## src/sbo_pkg.sv

```systemverilog
// ----------------------------------------------------------------------------
// sbo_pkg: shared constants for the sprite blitter
// Register indexes, orientation codes and derived field widths.
// ----------------------------------------------------------------------------
`default_nettype none

package sbo_pkg;

    localparam int MAX_DIM         = 1024;
    localparam int BYTES_PER_PIXEL = 2;

    // Widths that follow from the sprite size limit
    localparam int DIM_W = $clog2(MAX_DIM + 1);  // sprite_width / sprite_height
    localparam int CNT_W = $clog2(MAX_DIM);      // scan counters

    localparam int ORG_W   = 12;                 // dest_x / dest_y
    localparam int POS_W   = ((CNT_W > ORG_W) ? CNT_W : ORG_W) + 1;
    localparam int LL_W    = 14;
    localparam int COLOR_W = 16;
    localparam int ADDR_W  = 26;
    localparam int ORI_W   = 3;

    localparam int CFG_IDX_W  = 3;
    localparam int CFG_DATA_W = 14;

    typedef logic [CFG_IDX_W-1:0] t_cfg_idx;

    localparam t_cfg_idx REG_SPRITE_WIDTH  = 3'd0;
    localparam t_cfg_idx REG_SPRITE_HEIGHT = 3'd1;
    localparam t_cfg_idx REG_DEST_X        = 3'd2;
    localparam t_cfg_idx REG_DEST_Y        = 3'd3;
    localparam t_cfg_idx REG_ORIENTATION   = 3'd4;
    localparam t_cfg_idx REG_COLOR_KEY     = 3'd5;
    localparam t_cfg_idx REG_LINE_LENGTH   = 3'd6;

    typedef logic [ORI_W-1:0] t_ori;

    localparam t_ori ORI_MIRROR_X    = 3'b111;  // -1
    localparam t_ori ORI_NORMAL      = 3'b000;
    localparam t_ori ORI_XPOSE_FLIPY = 3'b001;
    localparam t_ori ORI_ROT180      = 3'b010;
    localparam t_ori ORI_XPOSE_FLIPX = 3'b011;

    localparam logic [LL_W-1:0] LINE_LENGTH_RESET = 14'd2560;

endpackage

`default_nettype wire

```

## src/sprite_blit_with_orientation.sv

```systemverilog
// ----------------------------------------------------------------------------
// sprite_blit_with_orientation: sprite blitter with orientation and color key
// Maps each source pixel to a framebuffer write address and write enable.
// ----------------------------------------------------------------------------
// Throughput: 1 word per cycle while the output is not stalled by i_ready;
//   accepted words pass the position/mirror stage and then the
//   address multiply-add stage, which each hold one word.
// Reset: synchronous active-low; configuration registers return to their defaults,
//   scan counters go to row 0, column 0, pipeline empties.
`default_nettype none

module sprite_blit_with_orientation
    import sbo_pkg::*;
(
    input  wire logic                  i_clk,
    input  wire logic                  i_rst_n,

    input  wire logic                  i_cfg_valid,
    output logic                       o_cfg_ready,
    input  wire logic [CFG_IDX_W-1:0]  i_cfg_index,
    input  wire logic [CFG_DATA_W-1:0] i_cfg_data,

    input  wire logic                  i_valid,
    output logic                       o_ready,
    input  wire logic [COLOR_W-1:0]    i_pixel_color,

    output logic                       o_valid,
    input  wire logic                  i_ready,
    output logic                       o_write_enable,
    output logic [ADDR_W-1:0]          o_byte_address,
    output logic [COLOR_W-1:0]         o_write_color,
    output logic                       o_sprite_done
);

    // Configuration registers
    logic [DIM_W-1:0] r_width, r_height;
    logic [ORG_W-1:0] r_dest_x, r_dest_y;
    t_ori             r_ori;
    logic             r_key_en;
    logic [LL_W-1:0]  r_line_len;

    // Scan counters
    logic [CNT_W-1:0] r_col, r_row, n_col, n_row;

    // Stage 1: position
    logic               r_s1_valid;
    logic [POS_W-1:0]   r_s1_px, r_s1_py;
    logic [COLOR_W-1:0] r_s1_color;
    logic               r_s1_we, r_s1_done;

    // Stage 2: result
    logic               r_o_valid;
    logic [ADDR_W-1:0]  r_o_addr;
    logic [COLOR_W-1:0] r_o_color;
    logic               r_o_we, r_o_done;

    logic cfg_we, in_acc, s1_adv, size_we;
    logic [CNT_W-1:0] w_m1, h_m1, c_eff, r_eff, x_off, y_off;
    logic [POS_W-1:0] n_px, n_py;
    logic [POS_W+LL_W-1:0] row_prod;
    logic [ADDR_W-1:0] n_addr;

    assign o_cfg_ready = 1'b1;
    assign cfg_we      = i_cfg_valid;
    assign size_we     = cfg_we && (i_cfg_index == REG_SPRITE_WIDTH ||
                                    i_cfg_index == REG_SPRITE_HEIGHT);

    assign s1_adv  = !r_o_valid || i_ready;
    assign o_ready = !r_s1_valid || s1_adv;
    assign in_acc  = i_valid && o_ready;

    // Effective size minus one: 0 acts as 1, above the limit acts as the limit
    always_comb begin
        if (r_width == '0) begin
            w_m1 = '0;
        end else if (r_width > DIM_W'(MAX_DIM)) begin
            w_m1 = CNT_W'(MAX_DIM - 1);
        end else begin
            w_m1 = CNT_W'(r_width - DIM_W'(1));
        end
        if (r_height == '0) begin
            h_m1 = '0;
        end else if (r_height > DIM_W'(MAX_DIM)) begin
            h_m1 = CNT_W'(MAX_DIM - 1);
        end else begin
            h_m1 = CNT_W'(r_height - DIM_W'(1));
        end
    end

    always_comb begin
        c_eff = (r_col > w_m1) ? w_m1 : r_col;
        r_eff = (r_row > h_m1) ? h_m1 : r_row;

        if (c_eff == w_m1) begin
            n_col = '0;
            n_row = (r_eff == h_m1) ? '0 : r_eff + CNT_W'(1);
        end else begin
            n_col = c_eff + CNT_W'(1);
            n_row = r_eff;
        end

        case (r_ori)
            ORI_MIRROR_X: begin
                x_off = w_m1 - c_eff;
                y_off = r_eff;
            end
            ORI_NORMAL: begin
                x_off = c_eff;
                y_off = r_eff;
            end
            ORI_XPOSE_FLIPY: begin
                x_off = h_m1 - r_eff;
                y_off = c_eff;
            end
            ORI_ROT180: begin
                x_off = w_m1 - c_eff;
                y_off = h_m1 - r_eff;
            end
            default: begin  // transpose flip x, also the unlisted codes
                x_off = r_eff;
                y_off = w_m1 - c_eff;
            end
        endcase

        n_px = POS_W'(x_off) + POS_W'(r_dest_x);
        n_py = POS_W'(y_off) + POS_W'(r_dest_y);
    end

    always_comb begin
        row_prod = r_s1_py * r_line_len;
        n_addr   = ADDR_W'(r_s1_px) * ADDR_W'(BYTES_PER_PIXEL) + row_prod[ADDR_W-1:0];
    end

    always_ff @(posedge i_clk) begin
        if (!i_rst_n) begin
            r_width    <= DIM_W'(1);
            r_height   <= DIM_W'(1);
            r_dest_x   <= '0;
            r_dest_y   <= '0;
            r_ori      <= ORI_NORMAL;
            r_key_en   <= 1'b0;
            r_line_len <= LINE_LENGTH_RESET;
            r_col      <= '0;
            r_row      <= '0;
        end else begin
            // a size write restarts the scan
            if (size_we) begin
                r_col <= '0;
                r_row <= '0;
            end else if (in_acc) begin
                r_col <= n_col;
                r_row <= n_row;
            end
            if (cfg_we) begin
                case (i_cfg_index)
                    REG_SPRITE_WIDTH:  r_width    <= i_cfg_data[DIM_W-1:0];
                    REG_SPRITE_HEIGHT: r_height   <= i_cfg_data[DIM_W-1:0];
                    REG_DEST_X:        r_dest_x   <= i_cfg_data[ORG_W-1:0];
                    REG_DEST_Y:        r_dest_y   <= i_cfg_data[ORG_W-1:0];
                    REG_ORIENTATION:   r_ori      <= i_cfg_data[ORI_W-1:0];
                    REG_COLOR_KEY:     r_key_en   <= i_cfg_data[0];
                    REG_LINE_LENGTH:   r_line_len <= i_cfg_data[LL_W-1:0];
                    default: ;
                endcase
            end
        end
    end

    // Pipeline control
    always_ff @(posedge i_clk) begin
        if (!i_rst_n) begin
            r_s1_valid <= 1'b0;
            r_o_valid  <= 1'b0;
        end else begin
            if (o_ready) begin
                r_s1_valid <= i_valid;
            end
            if (s1_adv) begin
                r_o_valid <= r_s1_valid;
            end
        end
    end

    // Pipeline payload
    always_ff @(posedge i_clk) begin
        if (in_acc) begin
            r_s1_px    <= n_px;
            r_s1_py    <= n_py;
            r_s1_color <= i_pixel_color;
            r_s1_we    <= !(r_key_en && (i_pixel_color == '0));
            r_s1_done  <= (c_eff == w_m1) && (r_eff == h_m1);
        end
        if (s1_adv && r_s1_valid) begin
            r_o_addr  <= n_addr;
            r_o_color <= r_s1_color;
            r_o_we    <= r_s1_we;
            r_o_done  <= r_s1_done;
        end
    end

    assign o_valid        = r_o_valid;
    assign o_write_enable = r_o_we;
    assign o_byte_address = r_o_addr;
    assign o_write_color  = r_o_color;
    assign o_sprite_done  = r_o_done;

`ifndef ASSERT_OFF
    a_col_in_range: assert property (@(posedge i_clk) disable iff (!i_rst_n)
        (r_col <= w_m1) && (r_row <= h_m1))
        else $error("scan counter beyond sprite size");

    a_size_restart: assert property (@(posedge i_clk) disable iff (!i_rst_n)
        cfg_we && (i_cfg_index == REG_SPRITE_WIDTH || i_cfg_index == REG_SPRITE_HEIGHT)
        |=> (r_col == '0) && (r_row == '0))
        else $error("size write did not restart scan");

    a_s1_hold: assert property (@(posedge i_clk) disable iff (!i_rst_n)
        r_s1_valid && !s1_adv |=> r_s1_valid && $stable(r_s1_px) && $stable(r_s1_py))
        else $error("stage 1 word lost under stall");

    a_wrap: assert property (@(posedge i_clk) disable iff (!i_rst_n)
        in_acc && !cfg_we && (c_eff == w_m1) && (r_eff == h_m1)
        |=> (r_col == '0) && (r_row == '0))
        else $error("scan did not wrap after last pixel");
`endif

endmodule

`default_nettype wire
```

## config.mk

```make
export PLATFORM = sky130hd
export DESIGN_NAME = sprite_blit_with_orientation
export DESIGN_NICKNAME = d
export VERILOG_FILES = /design/src/sbo_pkg.sv /design/src/sprite_blit_with_orientation.sv
export SDC_FILE = /design/constraint.sdc
export NUM_CORES = 1
export LEC_CHECK = 0
export ABC_AREA = 1
export BUFFER_PORTS_ARGS = -buffer_cell sky130_fd_sc_hd__buf_2
export CAP_MARGIN = 0
export CORE_UTILIZATION = 36
export CTS_CLUSTER_DIAMETER = 80
export CTS_CLUSTER_SIZE = 25
export DETAILED_ROUTE_END_ITERATION = 8
export PLACE_DENSITY = 0.53
export SLEW_MARGIN = 0
export SYNTH_ARGS = -nofsm -noshare
export SYNTH_HDL_FRONTEND = slang
export SYNTH_SLANG_ARGS = --single-unit
```

## constraint.sdc

```tcl
create_clock -name i_clk -period 6 [get_ports i_clk]
set_input_delay 1.2 -clock i_clk [delete_from_list [all_inputs] [get_ports i_clk]]
set_output_delay 1.2 -clock i_clk [all_outputs]
set_load 0.02 [all_outputs]
```

Word level (Yosys, flattened, before mapping)
Index checks and enable logic that the tools add are counted.
{"block": "totals", "reg_bits": 174, "in_bits": 38, "elab_cells": 83}
{"block": "op_classes", "n_addsub": 9, "multipliers": 1, "magnitude_cmp": 4, "n_eq_ne": 11, "n_mux": 11, "n_bitwise": 1, "n_reduce_logical": 26}
{"operator": "$mux W10", "count": 9}
{"operator": "$pmux W10 S3", "count": 2}
{"operator": "$add A10 B12 Y13", "count": 2}
{"operator": "$add A14 B26 Y26", "count": 1}
{"operator": "$mul A13 B14 Y26", "count": 1}
{"operator": "$gt A11 B11 Y1 const B", "count": 2}
{"operator": "$logic_not A11 Y1", "count": 2}
{"operator": "$add A10 B1 Y10 const B", "count": 2}
{"operator": "$eq A10 B10 Y1", "count": 2}
{"operator": "$gt A10 B10 Y1", "count": 2}
{"operator": "$sub A10 B1 Y10 const B", "count": 2}
{"operator": "$sub A10 B10 Y10", "count": 2}
{"operator": "$logic_not A16 Y1", "count": 1}
{"operator": "$reduce_and A2 Y1", "count": 7}
{"operator": "$eq A3 B3 Y1 const B", "count": 4}
{"operator": "$eq A3 B2 Y1 const B", "count": 3}
{"operator": "$eq A3 B1 Y1 const B", "count": 2}
{"operator": "$logic_not A3 Y1", "count": 2}
{"operator": "$reduce_or A2 Y1", "count": 3}
{"operator": "$logic_and A1 B1 Y1", "count": 5}
{"operator": "$logic_not A1 Y1", "count": 3}
{"operator": "$logic_or A1 B1 Y1", "count": 3}
{"operator": "$not A1 Y1", "count": 1}

Longest topological paths before layout
Gate-level depths: netlist of the first run.
{"block": "logic_depth", "word_depth": 8, "depth_mapped": 42}

Worst setup path before layout of the first run
OpenSTA, ideal clock, no wires.
{"block": "synth_timing", "path_kind": "flip-flop to flip-flop", "start": "register r_s1_py[1]", "end": "register r_o_addr[18] (netlist: o_byte_address[18]), data pin", "t_arrival_ns": 5.186, "setup_slack_ns": 0.556, "path_stages_with_launch": 21, "cell_sequence": "edfxtp_1 -> clkbuf_1 -> nand2_1 -> fa_1 -> inv_1 -> fa_1 -> inv_1 -> fa_1 -> inv_1 -> fa_1 -> fa_1 -> fa_1 -> ha_1 -> a21oi_1 -> nor2_1 -> a211oi_1 -> nand2_1 -> a31oi_1 -> o21ai_0 -> a21oi_1 -> xnor2_1"}
{"block": "synth_between", "elab_chain_len": 2}
{"item": "start: declaration", "line_no": "sprite_blit_with_orientation.sv:47", "source": "logic [POS_W-1:0] r_s1_px, r_s1_py;"}
{"item": "start signal: assignment", "line_no": "sprite_blit_with_orientation.sv:188", "source": "r_s1_py <= n_py;"}
{"item": "$mul A13 B14 Y26", "line_no": "sprite_blit_with_orientation.sv:130", "source": "row_prod = r_s1_py * r_line_len;"}
{"item": "$add A14 B26 Y26", "line_no": "sprite_blit_with_orientation.sv:131", "source": "n_addr = ADDR_W'(r_s1_px) * ADDR_W'(BYTES_PER_PIXEL) + row_prod[ADDR_W-1:0];"}
{"item": "named net n_addr[18]", "line_no": "sprite_blit_with_orientation.sv:61", "source": "logic [ADDR_W-1:0] n_addr;"}
{"item": "end signal: assignment", "line_no": "sprite_blit_with_orientation.sv:194", "source": "r_o_addr <= n_addr;"}
{"item": "end: declaration", "line_no": "sprite_blit_with_orientation.sv:53", "source": "logic [ADDR_W-1:0] r_o_addr;"}
The timed path passes the listed nets, and every way through them passes these cells.
A chain may end at the register's enable or synchronous reset.

Worst setup path in the final report of the first run
{"block": "layout_timing", "start": "register r_s1_py[1]", "end": "register r_o_addr[21] (netlist: o_byte_address[21]), data pin"}
The elaborated chain is that of the path after synthesis.

==> results of run 1 <==
## power by group
group / total, mW / internal [mW] / leakage, nW / switching, mW
Sequential: 1.58 / 1.49 / 1.55 / 0.0925
Clock: 1.17 / 0.567 / 0.291 / 0.603
Combinational: 3.63 / 1.33 / 7.69 / 2.29
Total: 6.38 / 3.39 / 9.53 / 2.99
## per-layer routing
layer	global-route usage (%)	wire length, um	vias up
li1	-	-	6705
met5	0	0	-
met2	31.37	20190	287
met1	26.36	20800	6409
met3	3.552	2000	50
met4	6.903	972	0
## kinds of logic (layout without fill, tap and decap cells)
family / after synthesis / count (layout)
other cells: 1 / 1
compound gates: 278 / 278
fa+ha+maj: 292 / 292
flops: 174 / 174
buf+inv: 462 / 610
xor+xnor: 64 / 64
simple gates: 770 / 770
## worst max-delay path: cells and delay by family (launching register included)
| family | cells | cell delay (ns) |
|---|---|---|
| DFF | 1 | 0.50 |
| xor gates and xnor gates | 1 | 0.13 |
| adders and majority gates | 7 | 3.28 |
| buffers and inverters | 3 | 0.37 |
| AOI/OAI and AO/OA | 4 | 0.82 |
| and+or+nand+nor | 4 | 0.39 |
## flip-flops by register name (all words and copies together) (netlist names)
name	count
r_s1_px	13
r_s1_py	13
o_write_enable	1
r_s1_done	1
r_s1_color	16
o_valid	1
r_s1_we	1
o_write_color	16
r_row	10
r_col	10
o_sprite_done	1
r_dest_x	12
r_ori	3
r_width	11
r_dest_y	12
r_s1_valid	1
r_height	11
r_key_en	1
r_line_len	14
o_byte_address	26
## through the flow
step                      setup WS, ns  total power [mW]
after floorplan                 0.5557             4.164
after global placement          0.1695             5.081
after detailed placement        0.1268             5.103
after CTS                      0.08833             6.317
after global routing          -0.01355             6.951
final                           0.2461             6.377
## layout make-up
cell class              count  area (um^2)
flip-flops and latches    174         4369
clock inverters            15        177.7
well taps                 592        740.7
clock buffers              17        425.4
inverters                 403         1520
fillers                  4517        25850
repair buffers            175         1132
multi-input cells        1405        10390
## placed cells by master (no fill, tap or decap), types with 5 or more instances in the layout
cell type / count
edfxtp_1: 88
nand4_1: 20
o21bai_1: 5
a21oi_1: 114
o2111ai_1: 7
ha_1: 147
dfxtp_1: 82
o21ai_2: 12
nand2_2: 17
nand2_1: 455
nor2_1: 127
nand3_2: 15
inv_1: 385
inv_2: 14
nor2_2: 12
fa_1: 145
o21ai_1: 17
o21ai_0: 85
nor3_1: 6
xor2_1: 44
buf_4: 88
xnor2_1: 18
nand2_4: 8
buf_2: 84
nand3_1: 88
a21oi_2: 8
clkbuf_16: 17
## timing repair
action                                  in CTS  in global routing
gates resized for setup                      0                 30
endpoints found under the setup margin       0                 21
setup buffers                                0                 39
## final timing paths
path | slack, ns | to
hold reg to reg | 0.42 | o_write_enable$_DFFE_PP_
setup / recovery | 0.25 | o_byte_address[21]$_DFFE_PP_
setup reg to reg | 0.25 | o_byte_address[21]$_DFFE_PP_
hold / removal | 0.42 | o_write_enable$_DFFE_PP_
==> flow_metrics.tcl, run 1 <==
set metrics [dict create \
    cts_buffer_depth 2 \
    setup_viol 0 \
    yosysWarnings 0 \
    place_congestion 0.8795 \
    cts_buffers 17 \
    synthAdderAreaFrac_pct 28.83 \
    timing.hold.ws_ns 0.4221 \
    grt-ovfl-total 0 \
    ctsHoldBuffers 0 \
    stdcell_count 2781 \
    syn_area_per_cell_um2 8.060 \
    place_area_mm2 0.01775 \
    relSlewSlack_pct 31.80 \
    netlist_instances 2041 \
    cap_viol_max_count 0 \
    die_h_um 215.8 \
    wl_um 43970 \
    stdcell_area_mm2 0.01876 \
    cp-start-kind "flip-flop" \
    routed-via-count 13450 \
    critPathArrivalTime_ns 6.00 \
    clock_latency_ns 0.49 \
    drt_iter0_drc 792 \
    cts.sink_count 174 \
    crit_required_ns 6.25 \
    htreeDepth 4 \
    cpMaxStageDelayCell "fa_1" \
    synth_most_common_cell "nand2_1" \
    synthTopCellsByCount "457 x nand2_1, 387 x inv_1, 147 x ha_1, 145 x fa_1, 128 x nor2_1" \
    root_buffer "clkbuf_16" \
    portBuffers 83 \
    whs_path_depth 0 \
    hold_viol_final 0 \
    power.density_mw_per_mm2 340.0 \
    drc 0 \
    cp_common_cell "fa_1" \
    synth_xor_area_share_pct 3.408 \
    tns_ns 0 \
    yosysTopAreaCell "fa_1" \
    via_per_inst 4.837 \
    worstHoldPathType "flip-flop to flip-flop" \
    synth-simple-area-share_pct 20.66 \
    grt_pass1_vias 13240 \
    end_kind "flip-flop" \
    ant_nets 0 \
    final_layout_size_suffix_gt1_share_pct 14.80 \
    rsz0062_at_grt "yes" \
    fin_skew_ns 0.01123 \
    die_w_um 215.8 \
    seq_area_frac_synth_pct 26.53 \
    antenna_cells 0 \
    grt_max_degree 66 \
    synth_top_family_by_area "adder cells" \
    path_cells "buf_2, nand2_1, fa_1, inv_1, fa_1, fa_1, fa_1, fa_1, fa_1, ha_1, nand2_1, inv_1, a21oi_1, o221ai_1, a21oi_1, o21ai_1, nand3_1, nand2_1, xor2_1" \
    maxSlewViolCount 0 \
    io_pins 85 \
    start_util_pct 36.88 \
    p_leak_nw 9.535 \
    ys_ff_latch 174 \
    synth_mux_area_share_pct 0 \
    worst_slew_pin_slew_ns 1.019 \
    critical_path_class "flip-flop to flip-flop" \
    fin_crit_ns 5.754 \
    ys_types 56 \
    r2r_start "r_s1_py[1]$_DFFE_PP_" \
    critPathLaunch "r_s1_py[1]$_DFFE_PP_" \
    rows 77 \
    placed_cells 2710 \
    run_status "completed" \
    place_hpwl_um 35260 \
    ys_top_cells_by_area "fa_1 18%, edfxtp_1 16%, ha_1 11%" \
    worst_path_largest_cell_delay_ns 0.56 \
    track_usage_pct 19.57 \
    clk_pin_slew_ns 0.08 \
    syn-num-nets 2371 \
    syn_area_mm2 0.01645 \
    post-route-period-util_pct 95.90 \
    ys_dominant_reg_cell "edfxtp_1" \
    area_growth_pct 14.04 \
    cts_tree "yes" \
    dieArea_mm2 0.04655 \
    holdCritStartpoint "r_s1_we$_DFFE_PP_" \
    synth_top_area_share_pct 17.65 \
    nets 2506 \
    peakVddDrop_mv 0.2892 \
    postLayoutCoreUtil_pct 42.05 \
    synth-edff-count 88 \
    wire_per_inst_um 15.81 \
    fmax_mhz 173.8 \
    core-area_mm2 0.04461 \
    synthArstFlopShare_pct 0 \
    firstDrtPassIters 5 \
    synth_compound_area_share_pct 9.706 \
    r2r_cells 19 \
    antenna_found_initial 0 \
    grt_pass1_wl_um 70630 \
    crit_fanout 7 \
]
Note: power is estimated with default switching activity, not from simulation.
==> run 2: changes to the inputs <==
Settings changed: CORE_MARGIN set to 1.5.
==> run 2 against run 1 <==
Utilization fell by 0.69 points. Largest cell class unchanged. Hold slack got worse by 0.0034 ns. Clock skew rose by 0.010 ns. First-iteration DRC count increased by 19%.
==> flow_metrics.tcl, run 2 (synthesis gave the netlist of run 1 again) <==
set metrics [dict create \
    run_status "completed" \
    r2r_setup_slack_ns 0.25 \
    fin_skew_ns 0.02124 \
    largest_reg_flops 26 \
    portBuffers 83 \
    grt-ovfl-total 0 \
    nets 2494 \
    worstHoldPathType "flip-flop to flip-flop" \
    r2r_start "r_s1_py[1]$_DFFE_PP_" \
    ant_nets 0 \
    r2r_end "o_byte_address[21]$_DFFE_PP_" \
    cts.sink_count 174 \
    firstDrtPassIters 5 \
    area_growth_pct 13.62 \
    place_congestion 0.8989 \
    wl_um 44250 \
    wire_per_inst_um 15.94 \
    r2r_cells 21 \
    fin_crit_ns 5.751 \
    critical_path_class "flip-flop to flip-flop" \
    cp_common_cell "fa_1" \
    die_h_um 216.8 \
    htreeDepth 4 \
    path_delay_family "adder cells" \
    routed-via-count 13410 \
    critPathArrivalTime_ns 5.98 \
    place_hpwl_um 35970 \
    cts_buffer_depth 2 \
    final_common_cell "nand2_1" \
    whs_path_depth 0 \
    root_buffer "clkbuf_16" \
    cap_viol_max_count 0 \
    rsz0062_at_grt "yes" \
    power_mw 6.327 \
    worst_slew_pin_slew_ns 1.026 \
    setup_viol 0 \
    tns_ns 0 \
    antenna_cells 0 \
    end_kind "flip-flop" \
    path_cells "buf_4, nand2_1, fa_1, inv_1, fa_1, inv_1, fa_1, inv_1, fa_1, fa_1, fa_1, ha_1, nand2_1, inv_1, a21oi_1, o221ai_1, a21oi_1, o21ai_1, nand3_1, nand2_1, xor2_1" \
    post-route-period-util_pct 95.84 \
    worst_hold_path.endpoint "o_write_color[2]$_DFFE_PP_" \
    peakVddDrop_mv 0.2395 \
    fillers 4609 \
    dieArea_mm2 0.04698 \
    cpMaxStageDelayCell "fa_1" \
    p_leak_nw 9.472 \
    critPathBufInv 5 \
    power.density_mw_per_mm2 338.5 \
    crit_fanout 7 \
    grt_max_degree 66 \
    hold_viol_final 0 \
    mostFrequentLayoutCells "453 x nand2_1, 385 x inv_1, 145 x fa_1, 144 x ha_1, 128 x nor2_1" \
    worst_path_largest_cell_delay_ns 0.55 \
    multi_input_area_mm2 0.01040 \
    drc 0 \
    start_util_pct 36.40 \
    maxSlewViolCount 0 \
    io_pins 85 \
    rows 78 \
    relSlewSlack_pct 31.33 \
    core-area_mm2 0.04519 \
    ctsHoldBuffers 0 \
    cp-start-kind "flip-flop" \
    via_per_inst 4.830 \
    final_layout_size_suffix_gt1_share_pct 14.24 \
    cts_tree "yes" \
    grt_pass1_vias 13190 \
    clk_pin_slew_ns 0.07 \
    track_usage_pct 19.48 \
    antenna_found_initial 0 \
    grt_pass1_wl_um 70780 \
    crit_required_ns 6.23 \
    fmax_mhz 173.9 \
    clock_latency_ns 0.50 \
    drt_iter0_drc 943 \
    die_w_um 216.8 \
    holdCritStartpoint "r_s1_color[2]$_DFFE_PP_" \
    final-seq-area_mm2 0.004368 \
    cts_buffers 17 \
]
==> run 2: cell types whose count changed in the layout (fill, tap and decap cells not counted), sizes merged <==
cell,delta
buf,-12
bufinv,+1
clkbuf,+3
clkinv,-2
inv,-2
==> run 2: final cells by class <==
class	count	share of cell area [%]
Multi-Input combinational cell	1405	55.66
Sequential cell	174	23.37
Inverter	403	8.134
Timing Repair Buffer	163	5.570
Tap cell	600	4.017
Clock buffer	20	2.504
Clock inverter	12	0.7431
==> run 2: metrics by stage <==
stage | instance area [um^2] | util (%) | hold WS, ns | worst slack (ns) | cells
floorplan | 16450 | - | 0.4003 | 0.5557 | 2041
global placement | 17780 | 39.34 | 0.4019 | 0.1787 | 2720
detailed placement | 17780 | 39.34 | 0.4045 | 0.05849 | 2720
CTS | 18380 | 40.68 | 0.4239 | 0.05502 | 2752
global route | 18690 | 41.36 | 0.4291 | -0.01183 | 2777
finish | 18690 | 41.36 | 0.4187 | 0.2493 | 2777
==> run 2: report_power, final <==
| part | internal, mW | leakage, nW | switching, mW |
|---|---|---|---|
| Clock | 0.626 | 0.298 | 0.549 |
| Sequential | 1.49 | 1.55 | 0.111 |
| Combinational | 1.29 | 7.62 | 2.26 |
| Total | 3.41 | 9.47 | 2.92 |
==> run 2: worst register-to-register path: stages (launching register included) <==
cell      delay, ns
edfxtp_1       0.50
buf_4          0.19
nand2_1        0.07
fa_1           0.54
inv_1          0.05
fa_1           0.48
inv_1          0.06
fa_1           0.50
inv_1          0.05
fa_1           0.55
fa_1           0.42
fa_1           0.42
ha_1           0.39
nand2_1        0.13
inv_1          0.07
a21oi_1        0.23
o221ai_1       0.20
a21oi_1        0.24
o21ai_1        0.14
nand3_1        0.09
nand2_1        0.06
xor2_1         0.13
==> run 2: worst max path at each step <==
stage / endpoint / cells past startpoint / startpoint
3_3_place_gp: o_byte_address[19]$_DFFE_PP_ / 17 / r_line_len[5]$_SDFFE_PN0P_
4_1_cts: o_byte_address[19]$_DFFE_PP_ / 17 / r_s1_py[1]$_DFFE_PP_
3_5_place_dp: o_byte_address[19]$_DFFE_PP_ / 17 / r_s1_py[1]$_DFFE_PP_
5_1_grt: o_byte_address[21]$_DFFE_PP_ / 21 / r_s1_py[1]$_DFFE_PP_
6_report: o_byte_address[21]$_DFFE_PP_ / 21 / r_s1_py[1]$_DFFE_PP_
2_1_floorplan: o_byte_address[18]$_DFFE_PP_ / 20 / r_s1_py[1]$_DFFE_PP_
==> run 2: timing repair <==
item | 4_1_cts | 5_1_grt
setup endpoints to repair | 0 | 16
resized for setup | 0 | 24
buffers inserted | 0 | 25
==> run 2: metal layers <==
metal | track usage, % | up-vias | wire, um
li1 | - | 6676 | -
met1 | 26.14 | 6438 | 20990
met2 | 32.28 | 262 | 20850
met3 | 3.229 | 37 | 1717
met4 | 5.671 | 0 | 700
met5 | 0 | - | 0
==> run 3: changes to the inputs <==
Settings changed: CORE_UTILIZATION 36 to 60, PLACE_DENSITY 0.53 to 0.79.
==> run 3 against run 2 <==
Setup slack gained 0.012 ns. Combinational power rose by 1%. Fmax is 0.20% higher. Final cell count down 9.8%. Non-clock buffer count fell by 13. Routed wire length shrank 3.0%. Critical endpoint is now o_byte_address[18]$_DFFE_PP_. Via count rose by 4.2%. Largest cell class unchanged.
==> flow_metrics.tcl, run 3 (synthesis gave the netlist of run 1 again) <==
set metrics [dict create \
    fin_crit_ns 5.739 \
    wire_per_inst_um 17.14 \
    drc 0 \
    relSlewSlack_pct 35.10 \
    final_layout_size_suffix_gt1_share_pct 14.09 \
    switching_share_pct 47.27 \
    cts_tree "yes" \
    rows 60 \
    grt_max_degree 66 \
    grt_util_met1_pct 41.61 \
    antenna_found_initial 0 \
    post-route-period-util_pct 95.65 \
    firstDrtPassIters 6 \
    pwr-share-comb_pct 56.4 \
    p_seq_share_pct 24.9 \
    setup_slack_ns 0.2610 \
    antenna_cells 0 \
    worst_path_largest_cell_delay_ns 0.60 \
    portBuffers 83 \
    cpMaxStageDelayCell "edfxtp_1" \
    grt_pass1_wl_um 68680 \
    place_congestion 1.019 \
    peakVddDrop_mv 0.3993 \
    cap_viol_max_count 0 \
    rsz0062_at_grt "yes" \
    gr-usage-met3_pct 3.460 \
    hold_viol_final 0 \
    critPathArrivalTime_ns 5.94 \
    cp_common_cell "fa_1" \
    grt-ovfl-total 0 \
    holdCritStartpoint "r_s1_color[7]$_DFFE_PP_" \
    area_growth_pct 11.21 \
    ant_nets 0 \
    cts_buffer_depth 2 \
    via_per_inst 5.578 \
    run_status "completed" \
    power_mw 6.384 \
    cts.sink_count 174 \
    place_hpwl_um 33860 \
    p_sw_mw 3.018 \
    crit_fanout 11 \
    power.density_mw_per_mm2 349.0 \
    busiest_layer "met2" \
    maxSlewViolCount 0 \
    htreeDepth 4 \
    nets 2481 \
    wl_um 42930 \
    cp-start-kind "flip-flop" \
    intPower_mw 3.366 \
    grt_pass1_vias 13560 \
    place_ws_ns 0.05025 \
    routed-via-count 13970 \
    io_pins 85 \
    mostFrequentLayoutCells "455 x nand2_1, 384 x inv_1, 145 x fa_1, 143 x ha_1, 127 x nor2_1" \
    crit_required_ns 6.20 \
    p_clk_share_pct 18.7 \
    fmax_mhz 174.2 \
    die_w_um 168.6 \
    fin_skew_ns 0.02069 \
    core-area_mm2 0.02695 \
    worst_slew_pin_slew_ns 0.9711 \
    dieArea_mm2 0.02842 \
    worstHoldPathType "flip-flop to flip-flop" \
    p_leak_nw 9.415 \
    path_cells "nand2_1, fa_1, inv_1, fa_1, inv_1, fa_1, inv_1, fa_1, fa_1, fa_1, ha_1, a21oi_1, nor2_1, a211oi_1, nand2_1, a31oi_1, o21ai_0, a21oi_1, xnor2_1" \
    start_util_pct 61.04 \
    clock_latency_ns 0.45 \
    r2r_start "r_s1_py[2]$_DFFE_PP_" \
    die_h_um 168.6 \
    critPathLaunch "r_s1_py[2]$_DFFE_PP_" \
    drt_iter0_drc 1297 \
    critical_path_class "flip-flop to flip-flop" \
    cts_buffers 17 \
    setup_viol 0 \
    end_kind "flip-flop" \
    postLayoutCoreUtil_pct 67.88 \
    clk_pin_slew_ns 0.08 \
    largest_reg_flops 26 \
    final_common_cell "nand2_1" \
    root_buffer "clkbuf_16" \
    use_met2_pct 51.89 \
    track_usage_pct 30.88 \
]
[run 3: worst paths after layout]
path                                  endpoint  depth (start not counted)  slack (ns)
setup / recovery  o_byte_address[18]$_DFFE_PP_                         19        0.26
hold / removal      o_write_color[7]$_DFFE_PP_                          0        0.42
setup reg to reg  o_byte_address[18]$_DFFE_PP_                         19        0.26
hold reg to reg     o_write_color[7]$_DFFE_PP_                          0        0.42
[run 3: metrics by stage]
stage | hold slack (ns) | area [um^2] | cells | setup TNS (ns)
floorplan | 0.4003 | 16450 | 2041 | 0
global placement | 0.4013 | 17290 | 2440 | 0
detailed placement | 0.4045 | 17290 | 2440 | 0
CTS | 0.4157 | 17920 | 2472 | 0
global route | 0.4273 | 18290 | 2505 | -0.07492
finish | 0.4173 | 18290 | 2505 | 0
[run 3: timing repair]
item / 4_1_cts / 5_1_grt
hold buffers: 0 / 0
resized for setup: 0 / 37
endpoints found under the setup margin: 0 / 18
setup buffers: 0 / 33
[run 3: power by group through the flow]
stage	clock, mW	combinational, mW	sequential [mW]
6_report	1.20	3.60	1.59
5_1_grt	1.26	4.00	1.61
4_1_cts	1.21	3.41	1.63
3_5_place_dp	0	3.38	1.65
3_3_place_gp	0	3.30	1.65
2_1_floorplan	0	2.50	1.66
[run 3: area by class of cell]
class / count / area [um^2]
flip-flops and latches: 174 / 4370
repair buffers: 150 / 922.1
multi-input cells: 1405 / 10430
well taps: 341 / 426.7
inverters: 403 / 1520
clock inverters: 15 / 198.9
fillers: 2213 / 8657
clock buffers: 17 / 425.4
[run 3: worst max-delay path, delay by kind of cell (launching register included)]
family,cells,cell delay (ns)
and+or+nand+nor,3,0.32
buffers and inverters,3,0.16
AOI/OAI and AO/OA,5,1.06
DFF,1,0.60
adders and majority gates,7,3.26
xor gates and xnor gates,1,0.08
[run 3: layer usage]
metal,share of wire [%],vias up
li1,-,6667
met1,43,6707
met2,47,514
met3,7.0,85
met4,3.1,0
met5,0,-
